File: src/design/sfc_pkg.sv
// sfc_pkg: types and constants shared by the frame checker modules
// no dependencies; compile first
`timescale 1ns / 1ps
`default_nettype none

package sfc_pkg;

  // framing marks and minimum total frame length
  localparam logic [7:0]  HeadMark    = 8'h02;
  localparam logic [7:0]  TailMark    = 8'h03;
  localparam logic [15:0] MinFrameLen = 16'd4;

  // byte positions with a fixed meaning inside a frame
  localparam logic [15:0] PosHead  = 16'd0;
  localparam logic [15:0] PosLenHi = 16'd1;
  localparam logic [15:0] PosLenLo = 16'd2;
  localparam logic [15:0] PosFirst = 16'd3;

  // per-item status code
  typedef enum logic [1:0] {
    ST_MORE = 2'd0,
    ST_DONE = 2'd1,
    ST_ERR  = 2'd2
  } status_e;

  // one result item
  typedef struct packed {
    status_e     status;
    logic        payload_valid;
    logic [7:0]  payload_byte;
    logic [15:0] payload_len;
  } result_t;

endpackage

`default_nettype wire

File: src/design/sfc_frame_core.sv
// sfc_frame_core: byte position and length registers with per-byte decode
// depends on sfc_pkg
`timescale 1ns / 1ps
`default_nettype none

module sfc_frame_core (
  input  wire logic        clk_i,
  input  wire logic        rst_ni,
  input  wire logic        step_i,
  input  wire logic [7:0]  byte_i,
  output sfc_pkg::result_t res_o
);

  logic [15:0] pos_q, pos_d;
  logic [15:0] len_q, len_d;
  logic [16:0] pos_inc;
  logic        at_tail;

  assign pos_inc = {1'b0, pos_q} + 17'd1;
  assign at_tail = (pos_inc == {1'b0, len_q});

  // decode one byte against the frame position
  always_comb begin
    pos_d = pos_q;
    len_d = len_q;
    res_o = '0;
    res_o.status = sfc_pkg::ST_MORE;
    if (pos_q == sfc_pkg::PosHead) begin
      if (byte_i != sfc_pkg::HeadMark) begin
        res_o.status = sfc_pkg::ST_ERR;
        len_d        = '0;
      end else begin
        pos_d = sfc_pkg::PosLenHi;
      end
    end else if (pos_q == sfc_pkg::PosLenHi) begin
      len_d = {byte_i, 8'h00};
      pos_d = sfc_pkg::PosLenLo;
    end else if (pos_q == sfc_pkg::PosLenLo) begin
      len_d = {len_q[15:8], byte_i};
      pos_d = sfc_pkg::PosFirst;
    end else if (pos_q == sfc_pkg::PosFirst && len_q < sfc_pkg::MinFrameLen) begin
      // length field too short to hold a frame
      res_o.status = sfc_pkg::ST_ERR;
      pos_d        = '0;
      len_d        = '0;
    end else if (at_tail) begin
      if (byte_i == sfc_pkg::TailMark) begin
        res_o.status      = sfc_pkg::ST_DONE;
        res_o.payload_len = len_q - sfc_pkg::MinFrameLen;
      end else begin
        res_o.status = sfc_pkg::ST_ERR;
      end
      pos_d = '0;
      len_d = '0;
    end else begin
      // payload byte passes through
      res_o.payload_valid = 1'b1;
      res_o.payload_byte  = byte_i;
      pos_d               = pos_inc[15:0];
    end
  end

  // frame state advances once per decoded item
  always_ff @(posedge clk_i or negedge rst_ni) begin
    if (!rst_ni) begin
      pos_q <= '0;
      len_q <= '0;
    end else if (step_i) begin
      pos_q <= pos_d;
      len_q <= len_d;
    end
  end

`ifndef NO_ASSERTIONS
  // a finished or failed frame leaves the checker waiting for a head byte
  a_idle_after_end: assert property (@(posedge clk_i) disable iff (!rst_ni)
    step_i && (res_o.status == sfc_pkg::ST_DONE || res_o.status == sfc_pkg::ST_ERR)
    |=> pos_q == sfc_pkg::PosHead)
    else $error("frame position not cleared after end of frame");

  // past the length field the position stays short of the latched length
  a_pos_in_frame: assert property (@(posedge clk_i) disable iff (!rst_ni)
    pos_q > sfc_pkg::PosFirst |-> pos_q < len_q && len_q > sfc_pkg::MinFrameLen)
    else $error("frame position beyond latched length");

  // payload flag only comes with a need-more status
  a_payload_more: assert property (@(posedge clk_i) disable iff (!rst_ni)
    res_o.payload_valid |-> res_o.status == sfc_pkg::ST_MORE)
    else $error("payload byte flagged on a terminal status");
`endif

endmodule

`default_nettype wire

File: config.mk
export PLATFORM = sky130hd
export DESIGN_NAME = sfc_frame_core
export DESIGN_NICKNAME = d
export VERILOG_FILES = /design/src/design/sfc_pkg.sv /design/src/design/sfc_frame_core.sv
export SDC_FILE = /design/constraint.sdc
export NUM_CORES = 1
export LEC_CHECK = 0
export BUFFER_PORTS_ARGS = -buffer_cell sky130_fd_sc_hd__buf_2
export CORE_MARGIN = 2
export CORE_UTILIZATION = 50
export DETAILED_ROUTE_END_ITERATION = 8
export HOLD_SLACK_MARGIN = 0.03
export PLACE_DENSITY = 0.71
export SETUP_SLACK_MARGIN = 0.05
export SLEW_MARGIN = 10
export SYNTH_ARGS = -nofsm -noshare
export SYNTH_HDL_FRONTEND = slang
export SYNTH_SLANG_ARGS = --single-unit
File: constraint.sdc
create_clock -name clk_i -period 4.57 [get_ports clk_i]
set_clock_uncertainty 0.15 [all_clocks]
set_input_delay 0.457 -clock clk_i [delete_from_list [all_inputs] [get_ports clk_i]]
set_output_delay 0.457 -clock clk_i [all_outputs]
set_load 0.05 [all_outputs]
[After elaboration in Yosys (flattened, before gate mapping)]
Index checks and enable logic that the tools add are counted.
Storage, ports and cells
  output and inout port bits: 27
  RAM bits: 0
  flip-flop bits (word level): 32
  logic and storage cells: 46
  memories: 0
  memory bits (read-only): 0
  bits in latches: 0
Operators by class
  div/mod/pow operators: 0
  bitwise logic cells: 0
  order comparisons: 1
  multipliers: 0
  reductions and logical operators: 7
  $add $sub $neg: 2
  muxes and demuxes: 24
  shifts and indexed selects: 0
  eq/ne operators: 9
Operators with widths (number)
  16-bit two-way mux: 14
  27-bit two-way mux: 2
  25-bit two-way mux: 2
  16-bit by 2-bit == test with 1-bit output, second input constant: 2
  16-bit by 1-bit adder with 17-bit output, second input constant: 1
  17-bit by 16-bit == test with 1-bit output: 1
  16-bit by 1-bit == test with 1-bit output, second input constant: 1
  16-bit zero test: 1
  16-bit by 3-bit less-than comparator with 1-bit output, second input constant: 1
  16-bit by 3-bit subtractor with 16-bit output, second input constant: 1
  2-bit two-way mux: 5
  9-bit two-way mux: 1
  8-bit by 2-bit == test with 1-bit output, second input constant: 1
  8-bit by 2-bit inequality test with 1-bit output, second input constant: 1
  5-bit nonzero test: 1
  4-bit AND reduction: 1
  4-bit nonzero test: 1
  3-bit inequality test, second input constant: 1
  3-bit AND reduction: 1
  2-bit by 1-bit inequality test with 1-bit output, second input constant: 1
  2-bit inequality test, second input constant: 1
  2-bit AND reduction: 1
  1-bit logical AND: 1

[Depth between registers and ports, before layout]
  depth in word-level cells: 7
  gate-level depth with buffers: 12

[Worst setup path after synthesis]
No wires, ideal clock.
  path type: register to output
  start: register pos_q[0]
  end: output port res_o[5] in the netlist's numbering
  arrival: 3.594 ns
  path buffers: 1
  setup slack: 0.369 ns
  stages on the path, launching flop included: 12
  required time: 3.963 ns
  cells stage by stage: dfrtp_1 > inv_1 > ha_1 > xnor2_1 > nand2_1 > or4_1 > a211o_1 > nor4_4 > nand2_2 > or4_1 > buf_4 > a21oi_1
RTL lines
  start, declared: line sfc_frame_core.sv:14  | logic [15:0] pos_q, pos_d;
  start signal, assigned: line sfc_frame_core.sv:69  | pos_q <= pos_d;
  end, declared: line sfc_frame_core.sv:11  | output sfc_pkg::result_t res_o

==> results_dict.tcl <==
set metrics [dict create \
    status "finished clean" \
    drv_cap 0 \
    wl_um 7150 \
    multi_input_area_mm2 0.00166 \
    drc 0 \
    cp-start-kind "flip-flop" \
    fmax_ghz 0.230 \
    numCtsBuffers 5 \
    hpwl_um 5200 \
    start_util_pct 51.4 \
    place_congestion 0.915 \
    root_buffer "clkbuf_8" \
    first_global_vias 2367 \
    syn2layout_area_growth_pct 14.9 \
    synthesis.instances 305 \
    dr_total_vias 2462 \
    die_w_um 76.2 \
    p_leak_uw 0.00134 \
    core.rowCount 26 \
    cp_max_fo 17 \
    track_usage_pct 25.5 \
    ys_seq_area_share_pct 30.7 \
    cts_tree "yes" \
    io_pins 38 \
    ys.flop_type "dfrtp_1" \
    ir_drop_mv 0.190 \
    firstDrtPassIters 5 \
    relSlewSlack_pct 39.8 \
    tightest_slew_ns 0.896 \
    wl_per_cell_um 17.3 \
    powerDensity_mw_per_mm2 428 \
    coreArea_mm2 0.00507 \
    final_max_slew_viol_count 0 \
    post-route-min-period_ns 4.35 \
    yosysUniqueCellTypes 57 \
    cp.required_ns 3.96 \
    die_h_um 76.2 \
    crit_arrival_ns 3.75 \
    path_class "reg -> out" \
    synth-edff-count 0 \
    seqCellArea_um2 803 \
    r2r_cells 11 \
    rsz0062_at_grt "false" \
    antenna_found_initial 0 \
    cp-end-kind "primary output" \
    fin_nets 358 \
    fin_crit_sh_pct 95.2 \
    r2r_setup_slack_ns 1.13 \
    insertion_delay_ns 0.29 \
    synth_async_sr_flop_share_pct 100 \
    final_hold_viol_count 0 \
    fill_cells 485 \
    grt-ovfl-total 0 \
    clockBufferDepth 2 \
    antenna_left 0 \
    avgSynthCellArea_um2 8.55 \
    cts.sinks 32 \
    grt_max_degree 33 \
    path_clk_slew_ns 0.07 \
    grt_pass1_wl_um 12000 \
    min_path_type "in -> async" \
    reg2reg_from "pos_q[1]$_DFFE_PN0P_" \
    syn-num-nets 321 \
    rr_endpoint "len_q[4]$_DFFE_PN0P_" \
    drt_iter0_drc 231 \
    drive_gt1_share_pct 23.0 \
    die-area_mm2 0.00581 \
    power.total_uw 1280 \
    antenna_cells 0 \
    setup_viol 0 \
    htree_levels 2 \
    syn_area_mm2 0.00261 \
    ys_warn_count 0 \
    portBuffers 37 \
    ys_ff_latch 32 \
    via_per_inst 5.96 \
    tns_ns 0 \
]
final cells by class:
class	instances	area share [%]
clock buffer	6	2.42
inverter	19	2.38
multi-input combinational	239	55.5
tap	70	2.92
timing repair buffer	45	8.81
clock inverter	2	1.17
sequential	32	26.8
placed cells by master, fill, tap and decap left out, types with 3 or more instances in the layout:
master / n
a21o_1: 3
a21oi_1: 11
a22o_1: 17
a31oi_1: 3
and2_1: 9
and3_1: 4
and4_1: 4
buf_2: 31
buf_4: 9
clkbuf_4: 4
clkbuf_8: 5
dfrtp_1: 30
ha_1: 4
inv_1: 17
nand2_1: 26
nand3_1: 12
nand3b_1: 4
nand4_1: 5
nor2_1: 15
nor2_2: 4
nor2_4: 5
nor3_1: 11
nor4_1: 7
o21ai_0: 13
o22ai_1: 7
or3_1: 7
or4_1: 3
xnor2_1: 21
xor2_1: 9
routing by layer:
metal	wire length, µm	GRT usage, %	share of wire, %
met5	0	0	0
met4	35	4.91	0.49
met3	391	5.21	5.5
met2	3460	41.2	48
met1	3260	35.8	46
kinds of logic after synthesis:
family / synth area share, %
AND/OR/NAND/NOR: 29.5
adder cells (fa/ha/maj): 2.40
AO/OA/AOI/OAI: 18.8
buffers and inverters: 5.85
XOR/XNOR: 10.9
multiplexers: 1.77
flip-flops: 30.7
critical path: stages, from the launching register on:
cell	delay, ns
dfrtp_2	0.43
inv_1	0.08
ha_1	0.30
xnor2_1	0.18
nand2_1	0.09
or4_1	0.47
a211o_1	0.33
nor4_4	0.33
nand2_2	0.15
or4_1	0.51
buf_6	0.20
nor2_1	0.11
buf_2	0.26
state kept, by name, indices dropped and copies added (netlist names):
name	cells
len_q	16
pos_q	16
power by group:
group          total, µW  internal (µW)  leakage [µW]  switching [µW]
clock network        267            162     0.0000552             105
registers            475            342      0.000416             133
logic                542            229      0.000871             313
synthesized netlist by cell type (7+ instances only):
cell type	instances	area, µm²
a21oi_1	11	55.1
a22o_1	17	149
and2_1	9	56.3
clkbuf_1	9	33.8
dfrtp_1	32	801
inv_1	18	67.6
nand2_1	26	97.6
nand3_1	12	60.1
nor2_1	15	56.3
nor3_1	12	60.1
nor4_1	7	43.8
o21ai_0	13	65.1
o22ai_1	7	43.8
or3_1	7	43.8
xnor2_1	21	184
xor2_1	9	78.8
through the flow:
step           util, %  hold WS (ns)  setup WS, ns  area, µm²  std cells
4_1_cts           57.7        0.0968        0.0724       2930        408
6_report          59.0        0.0728         0.218       3000        413
3_3_place_gp      55.6         0.401         0.457       2820        400
3_5_place_dp      55.6         0.406         0.391       2820        400
5_1_grt           59.0         0.120        0.0619       3000        413
2_1_floorplan        -        0.0114         0.369       2610        305
worst max-delay path by stage:
stage | start | end | slack (ns) | depth (start not counted)
floorplan | pos_q[0]$_DFFE_PN0P_ | res_o[5] | 0.37 | 11
global placement | pos_q[0]$_DFFE_PN0P_ | res_o[7] | 0.46 | 12
detailed placement | pos_q[0]$_DFFE_PN0P_ | res_o[5] | 0.39 | 12
CTS | pos_q[0]$_DFFE_PN0P_ | res_o[5] | 0.07 | 12
global route | pos_q[1]$_DFFE_PN0P_ | res_o[7] | 0.06 | 12
finish | pos_q[1]$_DFFE_PN0P_ | res_o[9] | 0.22 | 12
timing repair:
action	in CTS	in global routing
endpoints found under the setup margin	0	17
gates resized for setup	0	14
buffers inserted	0	5
hold buffers	0	0
Power figures use the tool's default switching activity.
